### src/mmu_page_walk_memory_access_assert.svh
// Assertion macros shared by the block's modules.
// Each macro expects clk_i in the scope where it is used; MPW_ASSERT also expects rst_ni.
`ifndef MMU_PAGE_WALK_MEMORY_ACCESS_ASSERT_SVH
`define MMU_PAGE_WALK_MEMORY_ACCESS_ASSERT_SVH

`ifndef NO_ASSERTIONS

`define MPW_ASSERT(label, prop) \
  label: assert property (@(posedge clk_i) disable iff (!rst_ni) prop) \
    else $error("mpw assertion failed");

`define MPW_ASSERT_ALWAYS(label, prop) \
  label: assert property (@(posedge clk_i) prop) \
    else $error("mpw assertion failed");

`else

`define MPW_ASSERT(label, prop)

`define MPW_ASSERT_ALWAYS(label, prop)

`endif

`endif

### src/mpw_pkg.sv
`timescale 1ns / 1ps
`default_nettype none

package mpw_pkg;

  localparam int VA_W       = 53;
  localparam int DATA_W     = 64;
  localparam int PG_BITS    = 13;
  localparam int IDX_W      = 10;
  localparam int ROOT_W     = 20;
  localparam int PROT_W     = 21;
  localparam int CFG_IDX_W  = 2;
  localparam int CFG_DATA_W = 21;

  localparam logic [2:0] KIND_READ   = 3'd0;
  localparam logic [2:0] KIND_WRITE  = 3'd1;
  localparam logic [2:0] KIND_FETCH  = 3'd2;
  localparam logic [2:0] KIND_PREAD  = 3'd3;
  localparam logic [2:0] KIND_PWRITE = 3'd4;

  localparam logic [CFG_IDX_W-1:0] CFG_PAGING = 2'd0;
  localparam logic [CFG_IDX_W-1:0] CFG_ROOT   = 2'd1;
  localparam logic [CFG_IDX_W-1:0] CFG_PROT   = 2'd2;

  localparam int PTE_P = 0;
  localparam int PTE_R = 1;
  localparam int PTE_W = 2;
  localparam int PTE_X = 3;
  localparam int PTE_U = 4;
  localparam int PTE_A = 5;
  localparam int PTE_D = 6;

  typedef enum logic [1:0] {
    FLT_NONE,
    FLT_PAGE,
    FLT_BAD,
    FLT_PROT
  } fault_e;

  typedef enum logic [3:0] {
    OP_NONE,
    OP_CLEAR,
    OP_LOAD,
    OP_SETUP,
    OP_WALK_RD,
    OP_WALK_NEXT,
    OP_LEAF,
    OP_RD0,
    OP_RD1,
    OP_MERGE,
    OP_WR0,
    OP_WR1,
    OP_FAULT,
    OP_OUT
  } op_e;

  typedef enum logic [3:0] {
    S_CLEAR,
    S_IDLE,
    S_DECIDE,
    S_WALK_RD,
    S_WALK_CHK,
    S_PHYS,
    S_RD1,
    S_MERGE,
    S_WR0,
    S_WR1,
    S_PEND,
    S_DONE
  } state_e;

  typedef struct packed {
    op_e    op;
    logic   hi;
    fault_e code;
  } cmd_t;

  typedef struct packed {
    logic clear_last;
    logic bad_item;
    logic direct;
    logic split;
    logic part_hi;
    logic top_over;
    logic table_bad;
    logic walk_fail;
    logic leaf;
    logic phys_bad;
    logic prot_hit;
    logic is_write;
    logic two_words;
    logic out_busy;
  } sts_t;

  typedef struct packed {
    logic [2:0]        kind;
    logic [VA_W-1:0]   address;
    logic [3:0]        access_size;
    logic [DATA_W-1:0] write_data;
    logic              user_mode;
    logic              xlate_off;
  } item_t;

endpackage

`default_nettype wire

### src/mpw_ctrl.sv
`timescale 1ns / 1ps
`default_nettype none
`include "mmu_page_walk_memory_access_assert.svh"

module mpw_ctrl (
  input  wire logic          clk_i,
  input  wire logic          rst_ni,
  input  wire logic          in_valid_i,
  output logic               in_ready_o,
  input  wire mpw_pkg::sts_t sts_i,
  output mpw_pkg::cmd_t      cmd_o
);
  import mpw_pkg::*;

  state_e state_q, state_d;

  always_ff @(posedge clk_i or negedge rst_ni) begin
    if (!rst_ni) begin
      state_q <= S_CLEAR;
    end else begin
      state_q <= state_d;
    end
  end

  always_comb begin
    state_d    = state_q;
    cmd_o.op   = OP_NONE;
    cmd_o.hi   = 1'b0;
    cmd_o.code = FLT_NONE;
    in_ready_o = 1'b0;
    unique case (state_q)
      S_CLEAR: begin
        cmd_o.op = OP_CLEAR;
        if (sts_i.clear_last) state_d = S_IDLE;
      end
      S_IDLE: begin
        in_ready_o = 1'b1;
        if (in_valid_i) begin
          cmd_o.op = OP_LOAD;
          state_d  = S_DECIDE;
        end
      end
      S_DECIDE: begin
        if (sts_i.bad_item) begin
          cmd_o.op   = OP_FAULT;
          cmd_o.code = FLT_BAD;
          state_d    = S_DONE;
        end else begin
          cmd_o.op = OP_SETUP;
          state_d  = sts_i.direct ? S_PHYS : S_WALK_RD;
        end
      end
      S_WALK_RD: begin
        if (sts_i.table_bad) begin
          cmd_o.op   = OP_FAULT;
          cmd_o.code = FLT_PAGE;
          state_d    = S_DONE;
        end else begin
          cmd_o.op = OP_WALK_RD;
          state_d  = S_WALK_CHK;
        end
      end
      S_WALK_CHK: begin
        priority if (sts_i.walk_fail) begin
          cmd_o.op   = OP_FAULT;
          cmd_o.code = FLT_PAGE;
          state_d    = S_DONE;
        end else if (sts_i.leaf) begin
          cmd_o.op = OP_LEAF;
          state_d  = S_PHYS;
        end else begin
          cmd_o.op = OP_WALK_NEXT;
          state_d  = S_WALK_RD;
        end
      end
      S_PHYS: begin
        priority if (sts_i.phys_bad) begin
          cmd_o.op   = OP_FAULT;
          cmd_o.code = FLT_BAD;
          state_d    = S_DONE;
        end else if (sts_i.is_write && sts_i.prot_hit) begin
          cmd_o.op   = OP_FAULT;
          cmd_o.code = FLT_PROT;
          state_d    = S_DONE;
        end else begin
          cmd_o.op = OP_RD0;
          state_d  = S_RD1;
        end
      end
      S_RD1: begin
        cmd_o.op = OP_RD1;
        state_d  = S_MERGE;
      end
      S_MERGE: begin
        cmd_o.op = OP_MERGE;
        state_d  = sts_i.is_write ? S_WR0 : S_PEND;
      end
      S_WR0: begin
        cmd_o.op = OP_WR0;
        state_d  = sts_i.two_words ? S_WR1 : S_PEND;
      end
      S_WR1: begin
        cmd_o.op = OP_WR1;
        state_d  = S_PEND;
      end
      S_PEND: begin
        priority if (sts_i.split && !sts_i.part_hi && sts_i.top_over) begin
          cmd_o.op   = OP_FAULT;
          cmd_o.code = FLT_BAD;
          state_d    = S_DONE;
        end else if (sts_i.split && !sts_i.part_hi) begin
          cmd_o.op = OP_SETUP;
          cmd_o.hi = 1'b1;
          state_d  = S_WALK_RD;
        end else begin
          state_d = S_DONE;
        end
      end
      S_DONE: begin
        if (!sts_i.out_busy) begin
          cmd_o.op = OP_OUT;
          state_d  = S_IDLE;
        end
      end
      default: begin
        state_d = S_IDLE;
      end
    endcase
  end

  `MPW_ASSERT(a_no_accept_clear, state_q == S_CLEAR |-> !in_ready_o)
  `MPW_ASSERT(a_out_free, cmd_o.op == OP_OUT |-> !sts_i.out_busy)
  `MPW_ASSERT(a_walk_pair, state_q == S_WALK_RD && !sts_i.table_bad |=> state_q == S_WALK_CHK)

endmodule

`default_nettype wire

### config.mk
export PLATFORM = sky130hd
export DESIGN_NAME = mpw_ctrl
export DESIGN_NICKNAME = d
export VERILOG_FILES = /design/src/mpw_pkg.sv /design/src/mpw_ctrl.sv
export VERILOG_INCLUDE_DIRS = /design/src /design/src/src
export SDC_FILE = /design/constraint.sdc
export NUM_CORES = 1
export LEC_CHECK = 0
export ABC_AREA = 1
export BUFFER_PORTS_ARGS = -buffer_cell sky130_fd_sc_hd__buf_4
export CAP_MARGIN = 40
export CORE_AREA = 2 2 39 41
export DETAILED_ROUTE_END_ITERATION = 10
export DIE_AREA = 0 0 41 43
export GPL_ROUTABILITY_DRIVEN = 0
export PLACE_DENSITY_LB_ADDON = 0.2
export SYNTH_ARGS = -nofsm -noshare
export SYNTH_HDL_FRONTEND = slang
export SYNTH_SLANG_ARGS = --single-unit
### constraint.sdc
create_clock -name clk_i -period 2.4 [get_ports clk_i]
set_input_delay 0.24 -clock clk_i [delete_from_list [all_inputs] [get_ports clk_i]]
set_output_delay 0.24 -clock clk_i [all_outputs]
set_load 0.005 [all_outputs]
# Word-level counts from Yosys, hierarchy flattened
# Index checks and enable logic that the tools add are counted.
# totals
wordCells	57
ff_bits	4
# classes
n_reduce_logical	6
muxes	36
n_eq_ne	14
# op_table
cell	n
$pmux W4 S12	2
$mux W4	17
$eq A4 B3 Y1 const B	4
$eq A4 B4 Y1 const B	4
$mux W2	8
$pmux W2 S5	1
$mux W3	3
$eq A4 B2 Y1 const B	2
$ne A2 B2 Y1 const B	3
$mux W1	5
$eq A4 B1 Y1 const B	1
$logic_not A4 Y1	1
$logic_and A1 B1 Y1	3
$reduce_and A3 Y1	1
$logic_not A1 Y1	1

# Logic depth before layout (Yosys ltp)
# Gate-level depths: netlist (run 1).
# depth
word_depth	5
ltp_mapped	9

# Least setup slack after synthesis (run 1)
# OpenSTA, ideal clock, no wires.
# synth_path
path_kind	register to output
from	register state_q[2]
to	output cmd_o[6] (netlist name)
path_slack_ns	1.060
n_path_buf	0
arrival_time_ns	1.100
stages_incl_launch_ff	8
cell_sequence	dfrtp_1 -> nor2_2 -> inv_1 -> nor2_1 -> nand2_1 -> nand2_1 -> nor2_1 -> nand3_1
# synth_lines
item	line_no	rtl
start, declared	mpw_ctrl.sv:15	state_e state_q, state_d;
start signal, assigned	mpw_ctrl.sv:21	state_q <= state_d;
end, declared	mpw_ctrl.sv:11	output mpw_pkg::cmd_t cmd_o

==> metrics.log, run 1 <==
[metrics] result of the run: finished, final reports clean
[metrics] count of placed standard cells in the final layout, fillers left out: 159
[metrics] crit path capture type: output pin
[metrics] highest metal layer with signal wires: met4
[metrics] max-slew violations: 0
[metrics] wire length of the first global-routing pass: 2932 um
[metrics] post-layout instance area: 818.3 sq um
[metrics] Largest register FFs: 4
[metrics] final critical path time including I/O delays and setup: 1.891 ns
[metrics] endpoint of the most critical register-to-register path: state_q[3]
[metrics] Syn Std Cell Area: 585.6 sq um
[metrics] fin crit share: 0.7878
[metrics] length of routed met2 wiring: 885 um
[metrics] worst path cell trace: nor2_2 > inv_1 > nor2_1 > nand2_1 > nand2_1 > nor2_1 > nand3_1 > buf_4
[metrics] # placed instances: 155
[metrics] endpoint of the worst hold path: state_q[2]
[metrics] portion of synthesized cell area occupied by the leading cell type: 0.2756
[metrics] unique cell type count in the Yosys netlist: 18
[metrics] number of buffers on the longest clock path: 2
[metrics] total power of the final layout: 951.6 uW
[metrics] max frequency: 528.9 MHz
[metrics] average wire per standard cell: 10.84 um
[metrics] final setup vio count: 0
[metrics] Post-Syn Instances: 115
[metrics] met3 layer wire length in the routed design: 128 um
[metrics] leakage power figure: 0.0004999 uW
[metrics] y dimension of the die: 43 um
[metrics] RSZ-0062 raised after global routing: false
[metrics] flip-flop and latch count after synthesis: 4
[metrics] mean instance size in the synthesized netlist: 5.092 sq um
[metrics] clk sinks: 4
[metrics] Residual DRC: 0
[metrics] endpoints failing hold: 0
[metrics] worst hold slack across all endpoints: 0.2874 ns
[metrics] ANT nets after route: 0
[metrics] required time of the worst setup path: 2.16 ns
[metrics] worst voltage drop across the vdd grid: 0.0004728 V
[metrics] Pwr per Cell Area: 1163 nW/um^2
[metrics] maximum number of pins on one net before global-route repair: 8
[metrics] top flop regs: state_q x4
[metrics] total negative slack: 0 ns
[metrics] Crit Path Category: register to output pin
[metrics] register with the most flip-flops: state_q
[metrics] horizontal extent of the die: 41 um
[metrics] clock transition at the registers of the reported paths: 0.03 ns
[metrics] Synth warnings: 0
[metrics] overall die area: 1763 sq um
[metrics] slew margin rel.: 0.7880
[metrics] RR Startpoint: state_q[2]
[metrics] startpoint of the tightest hold check path: sts_i[11]
[metrics] arrival time of data at the critical path endpoint: 1.65 ns
[metrics] layout cells sized above 1: 0.2378
[metrics] violation count after the first detailed-routing iteration: 18
[metrics] transition time at the pin with the least slew margin: 0.3169 ns
[metrics] Syn-to-layout area delta: 39.74%
[metrics] Root Buffer: sky130_fd_sc_hd__clkbuf_4
[metrics] depth of the worst register-to-register path: 7
[metrics] Worst path max stage delay: 0.43 ns
[metrics] antenna violations before repair: 0
[metrics] post-synthesis sequential area ratio: 0.1709
[metrics] CTS tree: done
[metrics] register-to-register setup slack: 1.01 ns
[metrics] H-Tree Depth: 1
[metrics] placement-stage cell area: 785.8 sq um
[metrics] number of buffers inserted by port buffering: 24
[metrics] top cells by area in the synthesized netlist: sky130_fd_sc_hd__nand2_1, sky130_fd_sc_hd__dfrtp_1, sky130_fd_sc_hd__nor2_1
[metrics] placeable core region: 1384 sq um
[metrics] count of vias placed by the detailed router: 836
[metrics] net count after synthesis: 132
[metrics] startpoint class of the critical path: register
[metrics] gr ovfl total: 0
[metrics] CTS buffer count: 3
[metrics] standard-cell row count: 14
[metrics] Vias per Instance: 5.258
[metrics] count of TritonRoute iterations in the first routing pass: 4
[metrics] Yosys top cell by area: sky130_fd_sc_hd__nand2_1
[metrics] Initial Util: 0.4231
[metrics] sum of net half-perimeters after detailed placement: 1444 um
[metrics] vias in the first global route: 766
[metrics] latest clock arrival within the worst-skew pair: 0.23 ns
[metrics] kind of path behind the tightest hold check: primary input to register
[metrics] worst hold stages: 3
[metrics] Post-layout nets: 162
[metrics] largest clock skew in the final design: 0.001392 ns
[metrics] antenna cell count: 0
[metrics] total I/O pin count: 25
[metrics] Max Cap Viol: 0
[metrics] Worst path slowest cell: sky130_fd_sc_hd__dfrtp_1
[metrics] Routed met1 length: 689 um
[metrics] Total Wirelength: 1723 um
[metrics] aggregate global-route resource usage: 0.2349
[metrics] Crit Path Max Fanout: 6
[worst max path at each step]
stage	from	to	slack, ns	cells after the start
after global placement	state_q[2]	cmd_o[6]	0.75	8
after detailed placement	state_q[2]	cmd_o[6]	0.77	8
after floorplan	state_q[2]	cmd_o[6]	1.06	7
after global routing	state_q[2]	cmd_o[6]	0.38	8
final	state_q[2]	cmd_o[6]	0.51	8
after CTS	state_q[2]	cmd_o[6]	0.52	8
[final cells by class]
class,count,area (sq um)
fill,154,565.5
multi-input combinational,94,421.7
timing repair buffer,25,190.2
sequential,4,100.1
inverter,17,63.81
clock buffer,3,22.52
tap,16,20.02
[routing by layer]
metal | vias up | track usage
met3 | 4 | 0.02094
met5 | - | 0
li1 | 420 | -
met4 | 0 | 0.07333
met2 | 43 | 0.3875
met1 | 369 | 0.3062
[worst max-delay path: cells and delay by family (launching register included)]
kind                   cells  cell delay (ns)
DFF                        1             0.43
buffers and inverters      2             0.18
and+or+nand+nor            6             0.82
[cell usage after synthesis]
cell type and number:
sky130_fd_sc_hd__a31oi_1 1, sky130_fd_sc_hd__o21a_1 1, sky130_fd_sc_hd__nor2_2 1, sky130_fd_sc_hd__nand3b_1 2
sky130_fd_sc_hd__o21ai_0 3, sky130_fd_sc_hd__inv_2 4, sky130_fd_sc_hd__o21ai_1 2, sky130_fd_sc_hd__nor3_1 2
sky130_fd_sc_hd__nand3_1 12, sky130_fd_sc_hd__nand2_1 43, sky130_fd_sc_hd__inv_1 13, sky130_fd_sc_hd__nor2_1 19
sky130_fd_sc_hd__nor2_4 2, sky130_fd_sc_hd__o211ai_1 1, sky130_fd_sc_hd__dfrtp_1 4, sky130_fd_sc_hd__or2_1 1
sky130_fd_sc_hd__nand4_1 2, sky130_fd_sc_hd__a21oi_1 2
[through the flow]
stage	util	setup WS, ns
2_1_floorplan	-	1.060
3_3_place_gp	0.5678	0.7453
3_5_place_dp	0.5678	0.7657
6_report	0.5913	0.5093
4_1_cts	0.5913	0.5172
5_1_grt	0.5913	0.3800
[report_power, final]
group	internal, uW	total (uW)	leakage [uW]	switching (uW)
registers	105	154	0.0000501	48.7
clock network	55.6	78.3	0.0000138	22.7
logic	300	720	0.000436	420
[logic make-up (layout without fill, tap and decap cells)]
family | after synthesis | after routing | share of synthesized area
AND/OR/NAND/NOR | 84 | 84 | 0.6239
buffers and inverters | 17 | 45 | 0.1090
AO/OA/AOI/OAI | 10 | 10 | 0.09616
flip-flops | 4 | 4 | 0.1709
[layout by cell type, fill, tap and decap left out, types with 3 or more instances in the layout]
| cell | Yosys | routed |
|---|---|---|
| sky130_fd_sc_hd__clkbuf_4 | 0 | 3 |
| sky130_fd_sc_hd__inv_2 | 4 | 4 |
| sky130_fd_sc_hd__nand2_1 | 43 | 43 |
| sky130_fd_sc_hd__nor2_1 | 19 | 19 |
| sky130_fd_sc_hd__dfrtp_1 | 4 | 4 |
| sky130_fd_sc_hd__nand3_1 | 12 | 12 |
| sky130_fd_sc_hd__buf_4 | 0 | 24 |
| sky130_fd_sc_hd__o21ai_0 | 3 | 3 |
| sky130_fd_sc_hd__inv_1 | 13 | 13 |
[what timing repair did]
action | 4_1_cts | 5_1_grt
gates resized for setup | 0 | 0
hold buffers | 1 | 0
endpoints found under the hold margin | 4 | 0
buffers inserted | 0 | 0
Note: power is estimated with default switching activity, not from simulation.
==> run 2, diff against run 1 <==
--- a/config.mk
+++ b/config.mk
@@ -6,12 +6,11 @@
 export SDC_FILE = /design/constraint.sdc
 export NUM_CORES = 1
 export LEC_CHECK = 0
-export ABC_AREA = 1
+export ABC_AREA = 0
 export BUFFER_PORTS_ARGS = -buffer_cell sky130_fd_sc_hd__buf_4
 export CAP_MARGIN = 40
-export CORE_AREA = 2 2 39 41
+export CORE_UTILIZATION = 42
 export DETAILED_ROUTE_END_ITERATION = 10
-export DIE_AREA = 0 0 41 43
 export GPL_ROUTABILITY_DRIVEN = 0
 export PLACE_DENSITY_LB_ADDON = 0.2
 export SYNTH_ARGS = -nofsm -noshare
==> constraint.sdc (replaced) <==
create_clock -name clk_i -period 1.6 [get_ports clk_i]
set_input_delay 0.16 -clock clk_i [delete_from_list [all_inputs] [get_ports clk_i]]
set_output_delay 0.16 -clock clk_i [all_outputs]
set_load 0.005 [all_outputs]
==> run 2 against run 1 <==
Via count rose by 24%; cell count up 0.63%; highest routed layer unchanged; worst setup slack worse by 0.88 ns; clock skew is 0.013 ns higher; synthesized area up 8.8%; combinational power rose to 2.7 times the previous value; core utilization grew 25 points; the flow now finishes with violations (setup timing); non-clock buffer count rose by 31; hold slack got worse by 0.16 ns; sequential power increased by 68%.
==> metrics.log, run 2 <==
[metrics] Synth warnings: 0
[metrics] clk sinks: 4
[metrics] met1 GRT Util: 0.4653
[metrics] kind of path behind the tightest hold check: primary input to register
[metrics] Initial Util: 0.4717
[metrics] wire length of the first global-routing pass: 3629 um
[metrics] max-slew violations: 0
[metrics] result of the run: complete, but fails checks
[metrics] clock transition at the registers of the reported paths: 0.05 ns
[metrics] top post-synthesis cells by count: sky130_fd_sc_hd__nand2_1, sky130_fd_sc_hd__a21oi_1, sky130_fd_sc_hd__inv_1, sky130_fd_sc_hd__nor2_1
[metrics] placeable core region: 1350 sq um
[metrics] worst voltage drop across the vdd grid: 0.001354 V
[metrics] average wire per standard cell: 18.17 um
[metrics] Synth async-reset ratio: 1.000
[metrics] maximum number of pins on one net before global-route repair: 16
[metrics] worst hold slack across all endpoints: 0.1239 ns
[metrics] post-layout instance area: 1137 sq um
[metrics] register-to-register setup slack: -0.03 ns
[metrics] CTS tree: done
[metrics] number of enable-type register cells in the synthesized netlist: 0
[metrics] Total Wirelength: 2907 um
[metrics] worst path cell trace: buf_4 > nand2b_1 > nor3_1 > or3b_1 > buf_4
[metrics] Pwr per Cell Area: 2090 nW/um^2
[metrics] most frequent cell on the critical path: sky130_fd_sc_hd__buf_4
[metrics] count of vias placed by the detailed router: 1040
[metrics] Post-Syn Instances: 93
[metrics] vias in the first global route: 785
[metrics] leakage power figure: 0.0005299 uW
[metrics] mean instance size in the synthesized netlist: 6.848 sq um
[metrics] placement-stage cell area: 913.4 sq um
[metrics] standard-cell row count: 13
[metrics] leading cell type in the layout, fill and taps excluded: sky130_fd_sc_hd__buf_4
[metrics] Residual DRC: 0
[metrics] post-synthesis sequential area ratio: 0.1572
[metrics] startpoint of the tightest hold check path: sts_i[13]
[metrics] violation count after the first detailed-routing iteration: 106
[metrics] RSZ-0062 raised after global routing: true
[metrics] latest clock arrival within the worst-skew pair: 0.26 ns
[metrics] violations in the final reports: setup timing
[metrics] Yosys top cell by area: sky130_fd_sc_hd__dfrtp_1
[metrics] fin crit share: 1.229
[metrics] CP Launch Point: state_q[3]
[metrics] largest clock skew in the final design: 0.01424 ns
[metrics] Syn Std Cell Area: 636.9 sq um
[metrics] Vias per Instance: 6.500
[metrics] Syn-to-layout area delta: 78.59%
[metrics] fraction of the core area covered by cells at the end of the flow: 0.8424
[metrics] unique cell type count in the Yosys netlist: 37
[metrics] Post-layout nets: 164
[metrics] crit path capture type: output pin
[metrics] net count after synthesis: 110
[metrics] endpoints failing hold: 0
[metrics] register with the most flip-flops: state_q
[metrics] Root Buffer: sky130_fd_sc_hd__clkbuf_4
[metrics] arrival time of data at the critical path endpoint: 1.81 ns
[metrics] total negative slack: -1.154 ns
[metrics] number of buffers inserted by port buffering: 24
[metrics] Crit Path Category: register to output pin
[metrics] Worst path slowest cell: sky130_fd_sc_hd__dfrtp_2
[metrics] total buffers and inverters traversed by the critical path: 2
[metrics] slew margin rel.: 0.6862
[metrics] gr ovfl total: 0
[metrics] horizontal extent of the die: 40.94 um
[metrics] final critical-path setup slack: -0.3662 ns
[metrics] met2 Usage GRT: 0.5117
[metrics] flip-flop cell with the highest count after synthesis: sky130_fd_sc_hd__dfrtp_1
[metrics] aggregate global-route resource usage: 0.3292
[metrics] crit-path leading delay family: simple AND/OR/NAND/NOR gates
[metrics] antenna violations before repair: 0
[metrics] count of TritonRoute iterations in the first routing pass: 6
[metrics] flip-flop and latch count after synthesis: 4
[metrics] Largest register FFs: 4
[metrics] total I/O pin count: 25
[metrics] layout cells sized above 1: 0.4828
[metrics] top cells by area in the synthesized netlist: sky130_fd_sc_hd__dfrtp_1, sky130_fd_sc_hd__a21oi_1, sky130_fd_sc_hd__nand2b_1
[metrics] RR Startpoint: state_q[3]
[metrics] Worst path max stage delay: 0.45 ns
[metrics] y dimension of the die: 40.94 um
[metrics] final setup vio count: 8
[metrics] Max Cap Viol: 0
[metrics] most crowded layer after global routing: met2
[metrics] top flop regs: state_q x4
[metrics] required time of the worst setup path: 1.44 ns
[metrics] leading cell types in the layout, fill and taps excluded: sky130_fd_sc_hd__buf_4, sky130_fd_sc_hd__nand2_1, sky130_fd_sc_hd__inv_1, sky130_fd_sc_hd__nor2_1
[metrics] GR Util met3: 0.04348
[metrics] max frequency: 508.6 MHz
[metrics] startpoint class of the critical path: register
[metrics] CTS buffer count: 3
[metrics] overall die area: 1676 sq um
[metrics] Crit Path Max Fanout: 6
[metrics] sum of net half-perimeters after detailed placement: 1581 um
[metrics] H-Tree Depth: 1
[metrics] portion of synthesized cell area occupied by the leading cell type: 0.1572
[metrics] transition time at the pin with the least slew margin: 0.4671 ns
[metrics] final critical path time including I/O delays and setup: 1.966 ns
[metrics] antenna cell count: 0
[metrics] number of buffers on the longest clock path: 2
[metrics] ANT nets after route: 0
[metrics] cell with the most instances after synthesis: sky130_fd_sc_hd__nand2_1
run 2: cell families after synthesis:
group / after synthesis / synth area share
compound gates: 32 / 0.3458
buf+inv: 13 / 0.1100
flops: 4 / 0.1572
mux: 2 / 0.03144
simple gates: 42 / 0.3556
run 2: timing repair:
item                                   CTS  global route
endpoints found under the hold margin    4             0
resized for setup                       10            11
setup buffers                           11             5
pin swaps                                3             3
hold buffers                             1             0
setup endpoints to repair                6             6
run 2: layer usage:
metal,share of wire,wire [um],vias to the layer above
met3,0.14,407,19
met1,0.35,1022,471
met2,0.45,1317,102
li1,-,-,448
met4,0.055,160,0
met5,0,0,-
run 2: final timing paths:
check,end,depth (start not counted)
max in group asynchronous,state_q[2],2
hold reg to reg,state_q[3],3
min in group asynchronous,state_q[0],2
hold / removal,state_q[0],2
setup reg to reg,state_q[2],5
setup / recovery,cmd_o[4],5
run 2: power by group:
| part | internal, uW | total (uW) | switching (uW) |
|---|---|---|---|
| Sequential | 163 | 258 | 94.7 |
| Combinational | 1030 | 1970 | 943 |
| Clock | 85.2 | 145 | 60.3 |
| Total | 1280 | 2380 | 1100 |
run 2: per-stage QoR:
step | worst slack (ns) | std cells | power, uW
6_report | -0.3662 | 160 | 2377
5_1_grt | -0.3517 | 160 | 2495
4_1_cts | -0.1383 | 155 | 2021
3_5_place_dp | -0.003160 | 140 | 1642
3_3_place_gp | 0.03297 | 140 | 1616
2_1_floorplan | 0.2407 | 93 | 1061
run 2: final cells by class:
cell class	instances	area, sq um
Sequential cell	4	103.9
Inverter	6	22.52
Timing Repair Buffer	56	451.7
Tap cell	15	18.77
Clock buffer	3	22.52
Fill cell	73	212.7
Multi-Input combinational cell	76	518.0
==> run 3, diff against run 2 <==
--- a/config.mk
+++ b/config.mk
@@ -8,11 +8,11 @@
 export LEC_CHECK = 0
 export ABC_AREA = 0
 export BUFFER_PORTS_ARGS = -buffer_cell sky130_fd_sc_hd__buf_4
-export CAP_MARGIN = 40
 export CORE_UTILIZATION = 42
 export DETAILED_ROUTE_END_ITERATION = 10
 export GPL_ROUTABILITY_DRIVEN = 0
 export PLACE_DENSITY_LB_ADDON = 0.2
+export SKIP_LAST_GASP = 1
 export SYNTH_ARGS = -nofsm -noshare
 export SYNTH_HDL_FRONTEND = slang
 export SYNTH_SLANG_ARGS = --single-unit
==> run 3 against run 2 <==
The run still ends with setup timing left; design area down 2.3%; maximum frequency grew 9.9%; sequential power barely moved; non-clock buffer count is the same; first-iteration DRC count fell by 55%; critical path depth increased by 1; combinational power shrank 4%; clock-buffer cell count stayed put; cell count stayed put; clock power down 14%.
==> metrics.log, run 3 (synthesis results as in run 2) <==
[metrics] result of the run: complete, but fails checks
[metrics] violations in the final reports: setup timing
[metrics] register-to-register setup slack: -0.06 ns
[metrics] gr ovfl total: 0
[metrics] count of placed standard cells in the final layout, fillers left out: 160
[metrics] Worst path slowest cell: sky130_fd_sc_hd__dfrtp_2
[metrics] switching power summed over all nets: 1020 uW
[metrics] largest clock skew in the final design: 0.007640 ns
[metrics] max frequency: 558.7 MHz
[metrics] post-layout instance area: 1111 sq um
[metrics] vias in the first global route: 785
[metrics] worst hold slack across all endpoints: 0.1560 ns
[metrics] Max Cap Viol: 0
[metrics] sw frac: 0.4492
[metrics] leakage power figure: 0.0005240 uW
[metrics] endpoint of the most critical register-to-register path: state_q[1]
[metrics] wire length of the first global-routing pass: 3629 um
[metrics] Pwr per Cell Area: 2045 nW/um^2
[metrics] RSZ-0062 raised after global routing: true
[metrics] count of vias placed by the detailed router: 999
[metrics] Syn-to-layout area delta: 74.46%
[metrics] sequential share of power: 0.113
[metrics] total buffers and inverters traversed by the critical path: 3
[metrics] final setup vio count: 7
[metrics] endpoint of the worst hold path: state_q[0]
[metrics] # placed instances: 140
[metrics] H-Tree Depth: 1
[metrics] Total Wirelength: 2749 um
[metrics] average wire per standard cell: 17.18 um
[metrics] startpoint class of the critical path: register
[metrics] endpoints failing hold: 0
[metrics] antenna cell count: 0
[metrics] y dimension of the die: 40.94 um
[metrics] max-slew violations: 0
[metrics] Crit Path Max Fanout: 6
[metrics] transition time at the pin with the least slew margin: 0.4030 ns
[metrics] CTS buffer count: 3
[metrics] leading cell type in the layout, fill and taps excluded: sky130_fd_sc_hd__buf_4
[metrics] storage element area: 103.9 sq um
[metrics] CTS tree: done
[metrics] Worst path max stage delay: 0.42 ns
[metrics] Initial Util: 0.4717
[metrics] aggregate global-route resource usage: 0.3292
[metrics] total I/O pin count: 25
[metrics] final critical-path setup slack: -0.1897 ns
[metrics] ANT nets after route: 0
[metrics] worst setup slack after placement: -0.003160 ns
[metrics] crit path capture type: output pin
[metrics] total negative slack: -0.9474 ns
[metrics] worst hold stages: 2
[metrics] relative contribution of the clock network to total power: 0.055
[metrics] RR Startpoint: state_q[2]
[metrics] Residual DRC: 0
[metrics] kind of path behind the tightest hold check: primary input to register
[metrics] Internal: 1251 uW
[metrics] Largest register FFs: 4
[metrics] layout cells sized above 1: 0.4690
[metrics] most frequent cell on the critical path: sky130_fd_sc_hd__buf_4
[metrics] required time of the worst setup path: 1.44 ns
[metrics] final critical path time including I/O delays and setup: 1.790 ns
[metrics] number of buffers on the longest clock path: 2
[metrics] count of TritonRoute iterations in the first routing pass: 4
[metrics] Post-layout nets: 164
[metrics] Multi-input gate area: 495.5 sq um
[metrics] fin crit share: 1.119
[metrics] clock transition at the registers of the reported paths: 0.04 ns
[metrics] Comb power frac: 0.832
[metrics] startpoint of the tightest hold check path: sts_i[13]
[metrics] crit-path leading delay family: compound AO/OA/AOI/OAI gates
[metrics] antenna violations before repair: 0
[metrics] standard-cell row count: 13
[metrics] leading cell types in the layout, fill and taps excluded: sky130_fd_sc_hd__buf_4, sky130_fd_sc_hd__nand2_1, sky130_fd_sc_hd__inv_1, sky130_fd_sc_hd__nor2_1
[metrics] top flop regs: state_q x4
[metrics] horizontal extent of the die: 40.94 um
[metrics] number of buffers inserted by port buffering: 24
[metrics] placement-stage cell area: 913.4 sq um
[metrics] arrival time of data at the critical path endpoint: 1.63 ns
[metrics] violation count after the first detailed-routing iteration: 48
[metrics] overall die area: 1676 sq um
[metrics] worst path cell trace: buf_2 > buf_4 > o21ai_1 > a221oi_2 > o211ai_1 > buf_4
[metrics] register with the most flip-flops: state_q
[metrics] clk sinks: 4
[metrics] worst voltage drop across the vdd grid: 0.001485 V
[metrics] depth of the worst register-to-register path: 6
[metrics] latest clock arrival within the worst-skew pair: 0.23 ns
[metrics] Crit Path Category: register to output pin
[metrics] Root Buffer: sky130_fd_sc_hd__clkbuf_4
[metrics] placeable core region: 1350 sq um
[metrics] slew margin rel.: 0.7244
[metrics] sum of net half-perimeters after detailed placement: 1581 um
[metrics] Vias per Instance: 6.244
[metrics] maximum number of pins on one net before global-route repair: 16
[metrics] Filler cells: 81
run 3: cell counts in the layout (fill, tap and decap cells not counted):
Identical to the previous run, type by type.
run 3: through the flow:
stage	util	total power [uW]
floorplan	-	1061
global placement	0.6766	1616
detailed placement	0.6766	1642
CTS	0.7813	2021
global route	0.8230	2392
finish	0.8230	2272
run 3: worst max path at each step:
stage                          start       end  cells after the start
after floorplan           state_q[2]  cmd_o[6]                      6
after global routing      state_q[2]  cmd_o[6]                      6
after detailed placement  state_q[3]  cmd_o[4]                      5
final                     state_q[2]  cmd_o[6]                      6
after CTS                 state_q[1]  cmd_o[6]                      6
after global placement    state_q[3]  cmd_o[4]                      5
run 3: repair_timing:
| action | CTS | global route |
|---|---|---|
| setup buffers | 11 | 5 |
| setup endpoints to repair | 6 | 6 |
| resized for setup | 10 | 6 |
| hold buffers | 1 | 0 |
| pin swaps | 3 | 3 |
| hold endpoints to repair | 4 | 0 |
run 3: metal layers:
layer | wire length (um) | global-route usage | up-vias
li1 | - | - | 446
met1 | 1121 | 0.4653 | 465
met2 | 1290 | 0.5117 | 80
met3 | 282 | 0.04348 | 8
met4 | 54 | 0.1000 | 0
met5 | 0 | 0 | -
run 3: power groups by stage:
stage               Clock (uW)  Sequential [uW]  Combinational [uW]
floorplan                    0              189                 872
finish                     125              256                1890
global route               134              260                2000
detailed placement           0              277                1360
global placement             0              269                1350
CTS                        128              255                1640
run 3: worst reg2reg max path, delay by kind of cell (launching register included):
kind,cells,cell delay [ns]
AOI/OAI and AO/OA,3,0.74
buffers and inverters,2,0.32
DFF,1,0.44
and+or+nand+nor,1,0.10
run 3: area by class of cell:
cell class | instances | share of cell area
well taps | 15 | 0.01689
multi-input cells | 76 | 0.4459
repair buffers | 56 | 0.4032
flip-flops and latches | 4 | 0.09347
inverters | 6 | 0.02027
clock buffers | 3 | 0.02027
